<file path="src/sv/riffdf_pkg.sv">
// ----------------------------------------------------------------------------
// riffdf_pkg
// Shared types and constants for the RIFF chunk deframer.
// ----------------------------------------------------------------------------
package riffdf_pkg;

  localparam int unsigned WORD_BITS = 32;
  localparam int unsigned OFF_BITS  = WORD_BITS + 1;

  localparam logic [WORD_BITS-1:0] SIG_RIFF = 32'h4646_4952;
  localparam logic [WORD_BITS-1:0] SIG_RIFX = 32'h5846_4952;
  localparam logic [WORD_BITS-1:0] SIG_FFIR = 32'h5249_4646;

  // "WAVE" as assembled in file byte order
  localparam logic [WORD_BITS-1:0] FORM_TYPE_RESET = 32'h4556_4157;

  localparam logic [OFF_BITS-1:0] OFFSET_MAX = {OFF_BITS{1'b1}};
  // declared length excludes the signature and length fields
  localparam logic [OFF_BITS:0] HDR_BYTES = 8;

  typedef enum logic [3:0] {
    PH_SIG   = 4'd0,
    PH_LEN   = 4'd1,
    PH_FORM  = 4'd2,
    PH_CID   = 4'd3,
    PH_CSIZE = 4'd4,
    PH_PAY   = 4'd5,
    PH_PAD   = 4'd6,
    PH_TRAIL = 4'd7,
    PH_REJ   = 4'd8
  } phase_t;

  typedef enum logic [1:0] {
    ST_OK        = 2'd0,
    ST_BAD_SIG   = 2'd1,
    ST_FORM_MISM = 2'd2,
    ST_TRUNC     = 2'd3
  } status_t;

  typedef struct packed {
    phase_t                phase;
    logic [7:0]            payload_byte;
    logic [WORD_BITS-1:0]  chunk_id;
    logic [WORD_BITS-1:0]  chunk_size;
    logic                  chunk_begin;
    logic                  chunk_end;
    logic                  big_endian;
    status_t               status;
    logic                  done_res;
  } res_t;

endpackage

</file>
<file path="src/sv/riff_chunk_deframer.sv">
// ----------------------------------------------------------------------------
// riff_chunk_deframer
// Byte-serial RIFF/RIFX container parser: checks the header and splits the
// body into chunk id, size, payload and pad bytes, one result per byte.
// ----------------------------------------------------------------------------
//
//  channel | direction | handshake          | payload
//  --------+-----------+--------------------+-------------------------------
//  in      | input     | in_valid/in_stall  | in_byte, in_last_byte
//  out     | output    | out_valid/out_stall| out_phase ... out_done_res
//  cfg     | input     | cfg_wr_en          | cfg_wr_data (form type)
//
//  One byte per cycle while in_stall is low; each result appears in the cycle after its byte is accepted.
//  The parse state updates in the accept cycle; the result sits in an output
//  register, so a new byte is taken while the previous result drains.
//  in_stall is high only while a result is held and out_stall is high.
//  Synchronous active-low reset clears parse state and the output valid.
//
module riff_chunk_deframer (
  input  logic                                clk,
  input  logic                                rst_n,
  // input bytes
  input  logic                                in_valid,
  output logic                                in_stall,
  input  logic [7:0]                          in_byte,
  input  logic                                in_last_byte,
  // results
  output logic                                out_valid,
  input  logic                                out_stall,
  output logic [3:0]                          out_phase,
  output logic [7:0]                          out_payload_byte,
  output logic [riffdf_pkg::WORD_BITS-1:0]    out_chunk_id,
  output logic [riffdf_pkg::WORD_BITS-1:0]    out_chunk_size,
  output logic                                out_chunk_begin,
  output logic                                out_chunk_end,
  output logic                                out_big_endian,
  output logic [1:0]                          out_status,
  output logic                                out_done_res,
  // configuration
  input  logic                                cfg_wr_en,
  input  logic [riffdf_pkg::WORD_BITS-1:0]    cfg_wr_data
);

  localparam int unsigned WB = riffdf_pkg::WORD_BITS;
  localparam int unsigned OB = riffdf_pkg::OFF_BITS;

  // state
  riffdf_pkg::phase_t  ph_r,  ph_s;
  riffdf_pkg::status_t rej_r, rej_s;
  logic [1:0]    cnt_r,   cnt_s;
  logic [WB-1:0] wa_r,    wa_s;
  logic [OB-1:0] off_r,   off_s;
  logic [WB-1:0] len_r,   len_s;
  logic [WB-1:0] rem_r,   rem_s;
  logic [WB-1:0] cid_r,   cid_s;
  logic [WB-1:0] csize_r, csize_s;
  logic          be_r,    be_s;
  logic [WB-1:0] form_r;

  riffdf_pkg::res_t res_r, res_nxt;
  logic             out_valid_r;
  logic             accept;

  // helpers
  logic          le;
  logic [WB-1:0] asm_w;
  logic          in_field;
  logic          fld_done;
  logic          sig_le, sig_be, sig_ok, form_ok;
  logic [WB-1:0] rem_dec;
  logic          rem_zero;
  logic          at_end;
  logic          odd;

  assign in_stall = out_valid_r & out_stall;
  assign accept   = in_valid & ~in_stall;

  assign le       = (ph_r == riffdf_pkg::PH_SIG) || !be_r;
  assign asm_w    = le ? {in_byte, wa_r[WB-1:8]} : {wa_r[WB-9:0], in_byte};
  assign in_field = (ph_r == riffdf_pkg::PH_SIG) || (ph_r == riffdf_pkg::PH_LEN) ||
                    (ph_r == riffdf_pkg::PH_FORM) || (ph_r == riffdf_pkg::PH_CID) ||
                    (ph_r == riffdf_pkg::PH_CSIZE);
  assign fld_done = in_field && (cnt_r == 2'd3);
  assign sig_le   = (asm_w == riffdf_pkg::SIG_RIFF);
  assign sig_be   = (asm_w == riffdf_pkg::SIG_RIFX) || (asm_w == riffdf_pkg::SIG_FFIR);
  assign sig_ok   = sig_le || sig_be;
  assign form_ok  = (asm_w == form_r);
  assign rem_dec  = rem_r - WB'(1);
  assign rem_zero = (rem_dec == '0);

  // offset counts every byte up to and including the pad; saturates
  always_comb begin
    off_s = off_r;
    if ((ph_r <= riffdf_pkg::PH_PAD) && (off_r != riffdf_pkg::OFFSET_MAX))
      off_s = off_r + OB'(1);
  end

  assign at_end = {1'b0, off_s} >= ({2'b00, len_r} + riffdf_pkg::HDR_BYTES);
  assign odd    = off_s[0];

  // next state
  always_comb begin
    ph_s    = ph_r;
    cnt_s   = cnt_r;
    wa_s    = wa_r;
    len_s   = len_r;
    rem_s   = rem_r;
    cid_s   = cid_r;
    csize_s = csize_r;
    be_s    = be_r;
    rej_s   = rej_r;
    unique case (ph_r)
      riffdf_pkg::PH_SIG, riffdf_pkg::PH_LEN, riffdf_pkg::PH_FORM,
      riffdf_pkg::PH_CID, riffdf_pkg::PH_CSIZE: begin
        if (cnt_r == 2'd3) begin
          cnt_s = 2'd0;
          wa_s  = '0;
          unique case (ph_r)
            riffdf_pkg::PH_SIG: begin
              if (sig_ok) begin
                be_s = sig_be;
                ph_s = riffdf_pkg::PH_LEN;
              end else begin
                rej_s = riffdf_pkg::ST_BAD_SIG;
                ph_s  = riffdf_pkg::PH_REJ;
              end
            end
            riffdf_pkg::PH_LEN: begin
              len_s = asm_w;
              ph_s  = riffdf_pkg::PH_FORM;
            end
            riffdf_pkg::PH_FORM: begin
              if (!form_ok) begin
                rej_s = riffdf_pkg::ST_FORM_MISM;
                ph_s  = riffdf_pkg::PH_REJ;
              end else begin
                ph_s = at_end ? riffdf_pkg::PH_TRAIL : riffdf_pkg::PH_CID;
              end
            end
            riffdf_pkg::PH_CID: begin
              cid_s = asm_w;
              ph_s  = riffdf_pkg::PH_CSIZE;
            end
            default: begin
              csize_s = asm_w;
              rem_s   = asm_w;
              if (asm_w != '0)
                ph_s = riffdf_pkg::PH_PAY;
              else if (odd)
                ph_s = riffdf_pkg::PH_PAD;
              else
                ph_s = at_end ? riffdf_pkg::PH_TRAIL : riffdf_pkg::PH_CID;
            end
          endcase
        end else begin
          cnt_s = cnt_r + 2'd1;
          wa_s  = asm_w;
        end
      end
      riffdf_pkg::PH_PAY: begin
        rem_s = rem_dec;
        if (rem_zero) begin
          if (odd)
            ph_s = riffdf_pkg::PH_PAD;
          else
            ph_s = at_end ? riffdf_pkg::PH_TRAIL : riffdf_pkg::PH_CID;
        end
      end
      riffdf_pkg::PH_PAD: begin
        ph_s = at_end ? riffdf_pkg::PH_TRAIL : riffdf_pkg::PH_CID;
      end
      default: ;
    endcase
  end

  // result fields
  always_comb begin
    res_nxt              = '0;
    res_nxt.phase        = ph_r;
    res_nxt.chunk_id     = cid_s;
    res_nxt.chunk_size   = csize_s;
    res_nxt.big_endian   = be_s;
    res_nxt.status       = riffdf_pkg::ST_OK;
    res_nxt.done_res     = 1'b0;
    if (ph_r == riffdf_pkg::PH_PAY)
      res_nxt.payload_byte = in_byte;

    priority if (ph_r == riffdf_pkg::PH_REJ) begin
      res_nxt.status = rej_r;
    end else if (fld_done && (ph_r == riffdf_pkg::PH_SIG) && !sig_ok) begin
      res_nxt.phase  = riffdf_pkg::PH_REJ;
      res_nxt.status = riffdf_pkg::ST_BAD_SIG;
    end else if (fld_done && (ph_r == riffdf_pkg::PH_FORM) && !form_ok) begin
      res_nxt.phase  = riffdf_pkg::PH_REJ;
      res_nxt.status = riffdf_pkg::ST_FORM_MISM;
    end else begin
    end

    res_nxt.chunk_begin = fld_done && (ph_r == riffdf_pkg::PH_CSIZE);
    res_nxt.chunk_end   = (res_nxt.chunk_begin && (asm_w == '0)) ||
                          ((ph_r == riffdf_pkg::PH_PAY) && rem_zero);

    // chunk or file boundary reached at the declared end
    if (((fld_done && (ph_r == riffdf_pkg::PH_FORM) && form_ok) ||
         (res_nxt.chunk_end && !odd) ||
         (ph_r == riffdf_pkg::PH_PAD)) && at_end)
      res_nxt.done_res = 1'b1;
    if (ph_r == riffdf_pkg::PH_TRAIL)
      res_nxt.done_res = 1'b1;

    if (in_last_byte) begin
      res_nxt.done_res = 1'b1;
      if (ph_s <= riffdf_pkg::PH_FORM)
        res_nxt.status = riffdf_pkg::ST_BAD_SIG;
      else if ((ph_s == riffdf_pkg::PH_CSIZE) || (ph_s == riffdf_pkg::PH_PAY) ||
               ((ph_s == riffdf_pkg::PH_CID) && (cnt_s != 2'd0)))
        res_nxt.status = riffdf_pkg::ST_TRUNC;
    end
  end

  // parse state; a final byte returns everything but the form type to reset
  always_ff @(posedge clk) begin
    if (!rst_n || (accept && in_last_byte)) begin
      ph_r    <= riffdf_pkg::PH_SIG;
      cnt_r   <= '0;
      wa_r    <= '0;
      off_r   <= '0;
      len_r   <= '0;
      rem_r   <= '0;
      cid_r   <= '0;
      csize_r <= '0;
      be_r    <= 1'b0;
      rej_r   <= riffdf_pkg::ST_OK;
    end else if (accept) begin
      ph_r    <= ph_s;
      cnt_r   <= cnt_s;
      wa_r    <= wa_s;
      off_r   <= off_s;
      len_r   <= len_s;
      rem_r   <= rem_s;
      cid_r   <= cid_s;
      csize_r <= csize_s;
      be_r    <= be_s;
      rej_r   <= rej_s;
    end
  end

  always_ff @(posedge clk) begin
    if (!rst_n)
      form_r <= riffdf_pkg::FORM_TYPE_RESET;
    else if (cfg_wr_en)
      form_r <= cfg_wr_data;
  end

  // output register
  always_ff @(posedge clk) begin
    if (!rst_n)
      out_valid_r <= 1'b0;
    else if (accept)
      out_valid_r <= 1'b1;
    else if (!out_stall)
      out_valid_r <= 1'b0;
  end

  always_ff @(posedge clk) begin
    if (accept)
      res_r <= res_nxt;
  end

  assign out_valid        = out_valid_r;
  assign out_phase        = res_r.phase;
  assign out_payload_byte = res_r.payload_byte;
  assign out_chunk_id     = res_r.chunk_id;
  assign out_chunk_size   = res_r.chunk_size;
  assign out_chunk_begin  = res_r.chunk_begin;
  assign out_chunk_end    = res_r.chunk_end;
  assign out_big_endian   = res_r.big_endian;
  assign out_status       = res_r.status;
  assign out_done_res     = res_r.done_res;

endmodule
</file>
<file path="config.mk">
export PLATFORM = sky130hd
export DESIGN_NAME = riff_chunk_deframer
export DESIGN_NICKNAME = d
export VERILOG_FILES = /design/src/sv/riffdf_pkg.sv /design/src/sv/riff_chunk_deframer.sv
export SDC_FILE = /design/constraint.sdc
export NUM_CORES = 1
export LEC_CHECK = 0
export ABC_AREA = 1
export BUFFER_PORTS_ARGS = -buffer_cell sky130_fd_sc_hd__clkbuf_2
export CORE_MARGIN = 2
export CORE_UTILIZATION = 52
export CTS_BUF_LIST = sky130_fd_sc_hd__clkbuf_16
export DETAILED_ROUTE_END_ITERATION = 8
export PLACE_DENSITY_LB_ADDON = 0.1
export REMOVE_ABC_BUFFERS = 1
export SETUP_SLACK_MARGIN = 0.4
export SKIP_CTS_REPAIR_TIMING = 1
export SYNTH_ARGS = -nofsm -noshare
export SYNTH_HDL_FRONTEND = slang
export SYNTH_SLANG_ARGS = --single-unit
</file>
<file path="constraint.sdc">
create_clock -name clk -period 4.75 [get_ports clk]
set_input_delay 0.7125 -clock clk [delete_from_list [all_inputs] [get_ports clk]]
set_output_delay 0.7125 -clock clk [all_outputs]
set_load 0.05 [all_outputs]
</file>
==> results of run 1 <==
stage by stage:
stage	std cells	TNS [ps]	hold WS, ps
after floorplan	2287	-1743230	421
after global routing	2984	-899	402
after CTS	2958	-191	377
after detailed placement	2890	-126	442
final	2984	0	384
after global placement	2890	0	434
worst min-delay path: cells and delay by family:
kind                   cells  cell delay (ps)
buffers and inverters      1               80
AO/OA/AOI/OAI              2              110
per-layer routing:
layer | track usage | vias up
met5 | 0 | -
met4 | 0.136 | 0
met3 | 0.0564 | 137
met2 | 0.487 | 593
met1 | 0.398 | 7518
li1 | - | 8004
state kept, by name (all words and copies together), names as in the netlist, 2 cells and up:
name and cells:
form_r 32, csize_r 32, cid_r 32, out_status 2, rej_r 2, out_chunk_id 32, rem_r 32, out_chunk_size 32
ph_r 4, wa_r 32, out_payload_byte 8, cnt_r 2, len_r 32, off_r 33, out_phase 4
layout make-up:
class	instances	area [um^2]
fillers	2988	12700
multi-input cells	1615	8340
flip-flops and latches	317	7190
inverters	355	1340
repair buffers	187	1080
clock buffers	38	951
well taps	442	553
clock inverters	30	297
power by group:
group          total (mW)  internal (mW)  switching (mW)
Combinational        1.03          0.267           0.762
Sequential           2.98           2.91          0.0683
Clock                2.94           1.74            1.20
kinds of logic after synthesis:
group	Yosys count	synth area share
simple gates	979	0.247
compound gates	528	0.165
buf+inv	462	0.105
flops	317	0.419
xor+xnor	69	0.0353
fa+ha+maj	39	0.0285
placed cells by master, fill, tap and decap left out, types with 5 or more instances in the layout:
cell type,netlist,layout
sky130_fd_sc_hd__clkbuf_2,0,129
sky130_fd_sc_hd__nor3_2,9,12
sky130_fd_sc_hd__clkbuf_16,0,38
sky130_fd_sc_hd__dfxtp_2,0,6
sky130_fd_sc_hd__dfxtp_1,235,225
sky130_fd_sc_hd__nor4_1,8,8
sky130_fd_sc_hd__xnor2_1,13,12
sky130_fd_sc_hd__a221oi_1,11,11
sky130_fd_sc_hd__nor2_2,9,14
sky130_fd_sc_hd__nor3_1,21,17
sky130_fd_sc_hd__inv_2,11,14
sky130_fd_sc_hd__nor2_4,4,11
sky130_fd_sc_hd__nand2_1,477,462
sky130_fd_sc_hd__nand2_2,24,37
sky130_fd_sc_hd__o21ai_1,10,11
sky130_fd_sc_hd__nand4_1,29,29
sky130_fd_sc_hd__edfxtp_1,82,82
sky130_fd_sc_hd__o21ai_0,265,263
sky130_fd_sc_hd__xor2_1,56,54
sky130_fd_sc_hd__bufinv_16,0,5
sky130_fd_sc_hd__nor2_1,269,257
sky130_fd_sc_hd__a22oi_1,32,32
sky130_fd_sc_hd__nand3b_1,9,9
sky130_fd_sc_hd__inv_1,339,340
sky130_fd_sc_hd__clkinv_1,4,13
sky130_fd_sc_hd__buf_4,2,57
sky130_fd_sc_hd__ha_1,39,36
sky130_fd_sc_hd__nand3_2,4,6
sky130_fd_sc_hd__a21oi_1,189,186
sky130_fd_sc_hd__nand3_1,106,104
worst max-delay path by stage:
stage                     cells past startpoint       endpoint  slack (ps)
after CTS                                    34  out_status[0]        -100
after floorplan                               7      len_r[22]       -9870
after detailed placement                     34  out_status[0]         -70
after global routing                         35  out_status[1]        -320
after global placement                       34  out_status[0]          50
final                                        37  out_status[1]          60
==> impl_metrics.prom, run 1 <==
# TYPE chip_impl_metric gauge
chip_impl_info{name="yosys.cell_count.top_type",value="sky130_fd_sc_hd__nand2_1"} 1
chip_impl_info{name="timing.critical_path.from_type",value="flop"} 1
chip_impl_info{name="top_layer",value="met4"} 1
chip_impl_metric{name="first_iter_violations",unit=""} 1558
chip_impl_metric{name="routed_via_density",unit=""} 5.45
chip_impl_metric{name="drv.max_cap_violation_count",unit=""} 0
chip_impl_metric{name="drtPass1Iterations",unit=""} 6
chip_impl_metric{name="achievable-frequency",unit="GHz"} 0.213
chip_impl_metric{name="hold-path-cell-count",unit=""} 3
chip_impl_metric{name="worst-path-buf-inv",unit=""} 4
chip_impl_info{name="worst_hold_path_startpoint",value="cfg_wr_data[26]"} 1
chip_impl_metric{name="final.setup.worst_slack",unit="ps"} 60.8
chip_impl_info{name="ys_top_cells_by_count",value="sky130_fd_sc_hd__nand2_1 (477), sky130_fd_sc_hd__inv_1 (339), sky130_fd_sc_hd__nor2_1 (269)"} 1
chip_impl_metric{name="grt_remaining_overflow",unit=""} 0
chip_impl_metric{name="grt_start_max_net_pins",unit=""} 79
chip_impl_metric{name="floorplan.io_pins",unit=""} 130
chip_impl_metric{name="number_of_antenna_violations_at_the_first_check_in_global_routing",unit=""} 1
chip_impl_info{name="netlist_top_cells_area",value="sky130_fd_sc_hd__dfxtp_1 (28%), sky130_fd_sc_hd__edfxtp_1 (14%), sky130_fd_sc_hd__nand2_1 (10%)"} 1
chip_impl_info{name="status",value="finished, final reports clean"} 1
chip_impl_info{name="critPathMostFrequentCell",value="sky130_fd_sc_hd__nand2_1"} 1
chip_impl_metric{name="timing.critical_path.arrival",unit="ps"} 4970
chip_impl_metric{name="detailed_place.area",unit="mm^2"} 0.0181
chip_impl_metric{name="wire_length_of_the_first_global_routing_pass",unit="mm"} 81.2
chip_impl_metric{name="place.port_buffers",unit=""} 129
chip_impl_metric{name="maximum_number_of_buffers_from_clock_root_to_sink",unit=""} 3
chip_impl_info{name="criticalPathCategory",value="reg -> reg"} 1
chip_impl_metric{name="power",unit="mW"} 6.95
chip_impl_info{name="yosysTopAreaCell",value="sky130_fd_sc_hd__dfxtp_1"} 1
chip_impl_info{name="synthFlopType",value="sky130_fd_sc_hd__dfxtp_1"} 1
chip_impl_metric{name="design.die.area",unit="mm^2"} 0.0343
chip_impl_metric{name="area_growth",unit="%"} 15.5
chip_impl_metric{name="reg2reg_setup_slack",unit="ps"} 60
chip_impl_metric{name="netlist.area_leader.share",unit=""} 0.275
chip_impl_metric{name="clkSinkCount",unit=""} 317
chip_impl_metric{name="gp_congestion",unit=""} 0.936
chip_impl_info{name="clockRootBuffer",value="sky130_fd_sc_hd__clkbuf_16"} 1
chip_impl_info{name="holdCritPathClass",value="in -> reg"} 1
chip_impl_metric{name="syn_area_per_cell",unit="um^2"} 7.14
chip_impl_metric{name="cp_slowest_stage_delay",unit="ps"} 330
chip_impl_metric{name="period_needed",unit="ps"} 4690
chip_impl_info{name="r2r-start",value="off_r[0]"} 1
chip_impl_metric{name="cts_buf_count",unit=""} 37
chip_impl_metric{name="grtUsageTotal",unit=""} 0.304
chip_impl_info{name="rsz0062_at_grt",value="true"} 1
chip_impl_metric{name="row_count",unit=""} 66
chip_impl_metric{name="synth_seq_cells",unit=""} 317
chip_impl_info{name="worstHoldEndpoint",value="form_r[26]"} 1
chip_impl_metric{name="power_density",unit="mW/mm^2"} 352
chip_impl_metric{name="r2r_depth",unit=""} 37
chip_impl_metric{name="clkSlewWorstSetupHoldPaths",unit="ps"} 60
chip_impl_info{name="critPathTopFamily",value="simple AND/OR/NAND/NOR gates"} 1
chip_impl_info{name="worst_setup_path_end_kind",value="flop"} 1
chip_impl_metric{name="chipHeight",unit="um"} 185
chip_impl_metric{name="n_antenna_cell",unit=""} 0
chip_impl_metric{name="final.period_utilization",unit=""} 0.987
chip_impl_metric{name="timing_worst_slew_pin_value",unit="ps"} 947
chip_impl_metric{name="maxSlewViolCount",unit=""} 0
chip_impl_metric{name="synth_edf_count",unit=""} 82
chip_impl_metric{name="core_area",unit="mm^2"} 0.0325
chip_impl_metric{name="yosys.cell_types.count",unit=""} 51
chip_impl_metric{name="crit_fanout",unit=""} 6
chip_impl_metric{name="finalSetupViolations",unit=""} 0
chip_impl_metric{name="place_worst_setup_slack",unit="ps"} -68.3
chip_impl_metric{name="dp_hpwl",unit="mm"} 36.2
chip_impl_metric{name="clock_skew",unit="ps"} 22.6
chip_impl_metric{name="clock_tree.htree_level_count",unit=""} 2
chip_impl_metric{name="clk_latency_worst_skew_pair",unit="ps"} 540
chip_impl_info{name="tritoncts",value="done"} 1
chip_impl_metric{name="dr_total_vias",unit=""} 16300
chip_impl_metric{name="max-slew-margin-rel",unit=""} 0.369
chip_impl_metric{name="worst_ep_required_time",unit="ps"} 5030
chip_impl_metric{name="detail_route.wirelength",unit="mm"} 52.6
chip_impl_metric{name="layout_cell_area_excl_fill",unit="mm^2"} 0.0198
chip_impl_metric{name="leakagePower",unit="nW"} 9.19
chip_impl_info{name="timing.rr.end",value="out_status[1]"} 1
chip_impl_metric{name="vdd.ir_drop.worst",unit="uV"} 283
chip_impl_info{name="crit_slowest_cell",value="sky130_fd_sc_hd__dfxtp_2"} 1
chip_impl_metric{name="finish.utilization",unit=""} 0.609
chip_impl_metric{name="drt-wirelength-per-cell",unit="um"} 17.6
chip_impl_metric{name="met2WireLength",unit="mm"} 23.8
chip_impl_metric{name="synth-async-reset-ratio",unit=""} 0
chip_impl_metric{name="final-hold-violation-count",unit=""} 0
chip_impl_info{name="timing.critical_path.from",value="off_r[0]"} 1
chip_impl_metric{name="fp.dieW",unit="um"} 185
chip_impl_metric{name="first_global_vias",unit=""} 15100
chip_impl_metric{name="post_route_cells_drive_above_1_share",unit=""} 0.146
chip_impl_metric{name="fin_nets",unit=""} 2598
chip_impl_metric{name="synth_instances",unit=""} 2394
chip_impl_metric{name="synth.yosys.warnings",unit=""} 0
chip_impl_metric{name="synth.cell_area",unit="mm^2"} 0.0171
chip_impl_metric{name="met3_length",unit="mm"} 4.14
chip_impl_metric{name="floorplan.initialDensity",unit=""} 0.527
chip_impl_metric{name="drt.antenna.violating_nets",unit=""} 0
chip_impl_metric{name="seq_area_frac_synth",unit=""} 0.419
chip_impl_metric{name="detail_route.wirelength.met1",unit="mm"} 22.3
chip_impl_metric{name="remaining_drc_errors",unit=""} 0
Note: power is estimated with default switching activity, not from simulation.
==> inputs of run 2 (changes only) <==
--- a/config.mk
+++ b/config.mk
@@ -12,7 +12,6 @@
 export CTS_BUF_LIST = sky130_fd_sc_hd__clkbuf_16
 export DETAILED_ROUTE_END_ITERATION = 8
 export PLACE_DENSITY_LB_ADDON = 0.1
-export REMOVE_ABC_BUFFERS = 1
 export SETUP_SLACK_MARGIN = 0.4
 export SKIP_CTS_REPAIR_TIMING = 1
 export SYNTH_ARGS = -nofsm -noshare
==> impl_metrics.prom, run 2 (same netlist as run 1, synthesis figures left out) <==
# TYPE chip_impl_metric gauge
chip_impl_metric{name="dr_total_vias",unit=""} 16200
chip_impl_metric{name="cts_buf_count",unit=""} 37
chip_impl_info{name="status",value="finished, final reports clean"} 1
chip_impl_metric{name="sequential_cell_area",unit="mm^2"} 0.00719
chip_impl_metric{name="sw_frac_of_total",unit=""} 0.297
chip_impl_info{name="criticalPathCategory",value="reg -> reg"} 1
chip_impl_metric{name="clock_tree.htree_level_count",unit=""} 2
chip_impl_info{name="timing.rr.end",value="out_status[0]"} 1
chip_impl_metric{name="reg2reg_setup_slack",unit="ps"} 200
chip_impl_metric{name="power_frac_comb",unit=""} 0.153
chip_impl_info{name="timing.critical_path.from",value="off_r[0]"} 1
chip_impl_metric{name="number_of_antenna_violations_at_the_first_check_in_global_routing",unit=""} 4
chip_impl_metric{name="power_density",unit="mW/mm^2"} 346
chip_impl_metric{name="grt_start_max_net_pins",unit=""} 107
chip_impl_metric{name="dp.cells",unit=""} 2886
chip_impl_metric{name="final.period_utilization",unit=""} 0.957
chip_impl_metric{name="maxSlewViolCount",unit=""} 0
chip_impl_metric{name="power.switching",unit="mW"} 2.02
chip_impl_metric{name="design.die.area",unit="mm^2"} 0.0343
chip_impl_metric{name="cp_slowest_stage_delay",unit="ps"} 350
chip_impl_metric{name="achievable-frequency",unit="GHz"} 0.220
chip_impl_info{name="worstSetupEndpoint",value="out_status[0]"} 1
chip_impl_metric{name="finalSetupViolations",unit=""} 0
chip_impl_info{name="layout.cells.most_common_list",value="sky130_fd_sc_hd__nand2_1 (463), sky130_fd_sc_hd__inv_1 (346), sky130_fd_sc_hd__o21ai_0 (265)"} 1
chip_impl_metric{name="finish.utilization",unit=""} 0.606
chip_impl_metric{name="area_growth",unit="%"} 15.1
chip_impl_metric{name="place.port_buffers",unit=""} 129
chip_impl_info{name="clockRootBuffer",value="sky130_fd_sc_hd__clkbuf_16"} 1
chip_impl_metric{name="wire_length_of_the_first_global_routing_pass",unit="mm"} 81.4
chip_impl_metric{name="syn-num-nets",unit=""} 2479
chip_impl_metric{name="vdd.ir_drop.worst",unit="uV"} 319
chip_impl_metric{name="timing_worst_slew_pin_value",unit="ps"} 1040
chip_impl_info{name="crit_slowest_cell",value="sky130_fd_sc_hd__dfxtp_4"} 1
chip_impl_metric{name="drv.max_cap_violation_count",unit=""} 0
chip_impl_metric{name="largest_reg_flops",unit=""} 33
chip_impl_metric{name="remaining_drc_errors",unit=""} 0
chip_impl_metric{name="leakagePower",unit="nW"} 9.23
chip_impl_info{name="timing.critical_path.from_type",value="flop"} 1
chip_impl_metric{name="internal_power",unit="mW"} 4.78
chip_impl_metric{name="n_antenna_cell",unit=""} 0
chip_impl_info{name="r2r-start",value="off_r[0]"} 1
chip_impl_info{name="holdCritPathClass",value="in -> reg"} 1
chip_impl_metric{name="row_count",unit=""} 66
chip_impl_metric{name="fin_nets",unit=""} 2593
chip_impl_metric{name="grt_remaining_overflow",unit=""} 0
chip_impl_metric{name="tns",unit="ps"} 0
chip_impl_metric{name="dp_hpwl",unit="mm"} 36.8
chip_impl_metric{name="layoutNonFillerInstCount",unit=""} 2979
chip_impl_metric{name="clkSinkCount",unit=""} 317
chip_impl_metric{name="max-slew-margin-rel",unit=""} 0.310
chip_impl_metric{name="clkSlewWorstSetupHoldPaths",unit="ps"} 60
chip_impl_info{name="largest_register_by_flop_count",value="off_r"} 1
chip_impl_metric{name="detail_route.wirelength",unit="mm"} 53.2
chip_impl_metric{name="drt.antenna.violating_nets",unit=""} 0
chip_impl_metric{name="clk_latency_worst_skew_pair",unit="ps"} 540
chip_impl_metric{name="period_needed",unit="ps"} 4550
chip_impl_metric{name="clock_skew",unit="ps"} 29.3
chip_impl_metric{name="share_seq_of_total_power",unit=""} 0.438
chip_impl_metric{name="multiInputGateArea",unit="mm^2"} 0.00837
chip_impl_metric{name="maximum_number_of_buffers_from_clock_root_to_sink",unit=""} 3
chip_impl_metric{name="gp_congestion",unit=""} 0.935
chip_impl_metric{name="floorplan.initialDensity",unit=""} 0.527
chip_impl_metric{name="worst_ep_required_time",unit="ps"} 5040
chip_impl_metric{name="r2r_depth",unit=""} 35
chip_impl_metric{name="post_route_cells_drive_above_1_share",unit=""} 0.140
chip_impl_info{name="tritoncts",value="done"} 1
chip_impl_metric{name="grtUsageTotal",unit=""} 0.306
chip_impl_info{name="rsz0062_at_grt",value="true"} 1
chip_impl_metric{name="timing.critical_path.arrival",unit="ps"} 4830
chip_impl_metric{name="first_iter_violations",unit=""} 1399
chip_impl_metric{name="final-hold-violation-count",unit=""} 0
chip_impl_metric{name="final.setup.worst_slack",unit="ps"} 205
chip_impl_metric{name="fp.dieW",unit="um"} 185
chip_impl_metric{name="crit_fanout",unit=""} 5
chip_impl_metric{name="filler_cell_count",unit=""} 3115
chip_impl_metric{name="routed_via_density",unit=""} 5.45
chip_impl_info{name="worst_setup_path_end_kind",value="flop"} 1
chip_impl_metric{name="chipHeight",unit="um"} 185
chip_impl_metric{name="clock_power_share",unit=""} 0.410
chip_impl_metric{name="place_worst_setup_slack",unit="ps"} -41.0
chip_impl_metric{name="core_area",unit="mm^2"} 0.0325
chip_impl_metric{name="first_global_vias",unit=""} 15000
chip_impl_info{name="layout.cells.most_common",value="sky130_fd_sc_hd__nand2_1"} 1
chip_impl_metric{name="drtPass1Iterations",unit=""} 5
chip_impl_info{name="critPathMostFrequentCell",value="sky130_fd_sc_hd__nand2_1"} 1
chip_impl_metric{name="floorplan.io_pins",unit=""} 130
chip_impl_metric{name="drt-wirelength-per-cell",unit="um"} 17.9
==> run 2: per-layer routing <==
layer | track usage | wire (um) | share of wire
met3 | 0.0476 | 3740 | 0.070
met1 | 0.401 | 22600 | 0.42
met5 | 0 | 0 | 0
met2 | 0.510 | 24900 | 0.47
met4 | 0.115 | 1990 | 0.037
==> run 2: final cells by class <==
class / instances / area share
Timing Repair Buffer: 181 / 0.0526
Clock inverter: 29 / 0.0105
Multi-Input combinational cell: 1616 / 0.426
Sequential cell: 317 / 0.366
Tap cell: 442 / 0.0281
Inverter: 355 / 0.0681
Clock buffer: 39 / 0.0496
==> run 2: worst max-delay path: cells and delay by family, from the launching register on <==
| kind | cells | cell delay (ps) |
|---|---|---|
| simple gates | 24 | 2350 |
| fa+ha+maj | 3 | 700 |
| buf+inv | 5 | 490 |
| flops | 1 | 350 |
| compound gates | 2 | 270 |
| xor+xnor | 1 | 160 |
==> run 2: worst min-delay path by stage <==
stage / endpoint / startpoint / slack, ps / cells after the start
after floorplan: rej_r[0] / rej_r[0] / 420 / 2
after global placement: rej_r[0] / rej_r[0] / 440 / 2
after detailed placement: rej_r[0] / rej_r[0] / 450 / 2
after CTS: form_r[1] / cfg_wr_data[1] / 390 / 3
after global routing: form_r[6] / cfg_wr_data[6] / 410 / 3
final: form_r[1] / cfg_wr_data[1] / 390 / 3
==> run 2: per-stage QoR <==
stage | hold slack [ps] | area (um^2) | power (mW)
after floorplan | 421 | 17100 | 3.73
after global placement | 439 | 18100 | 4.02
after detailed placement | 447 | 18100 | 4.04
after CTS | 389 | 19300 | 6.81
after global routing | 414 | 19700 | 7.05
final | 392 | 19700 | 6.80
==> run 2: power by group through the flow <==
stage / logic (mW) / registers, mW / clock network, mW
floorplan: 0.543 / 3.19 / 0
global placement: 0.993 / 3.03 / 0
global route: 1.14 / 2.99 / 2.92
detailed placement: 1.00 / 3.03 / 0
CTS: 1.01 / 2.98 / 2.82
finish: 1.04 / 2.98 / 2.79
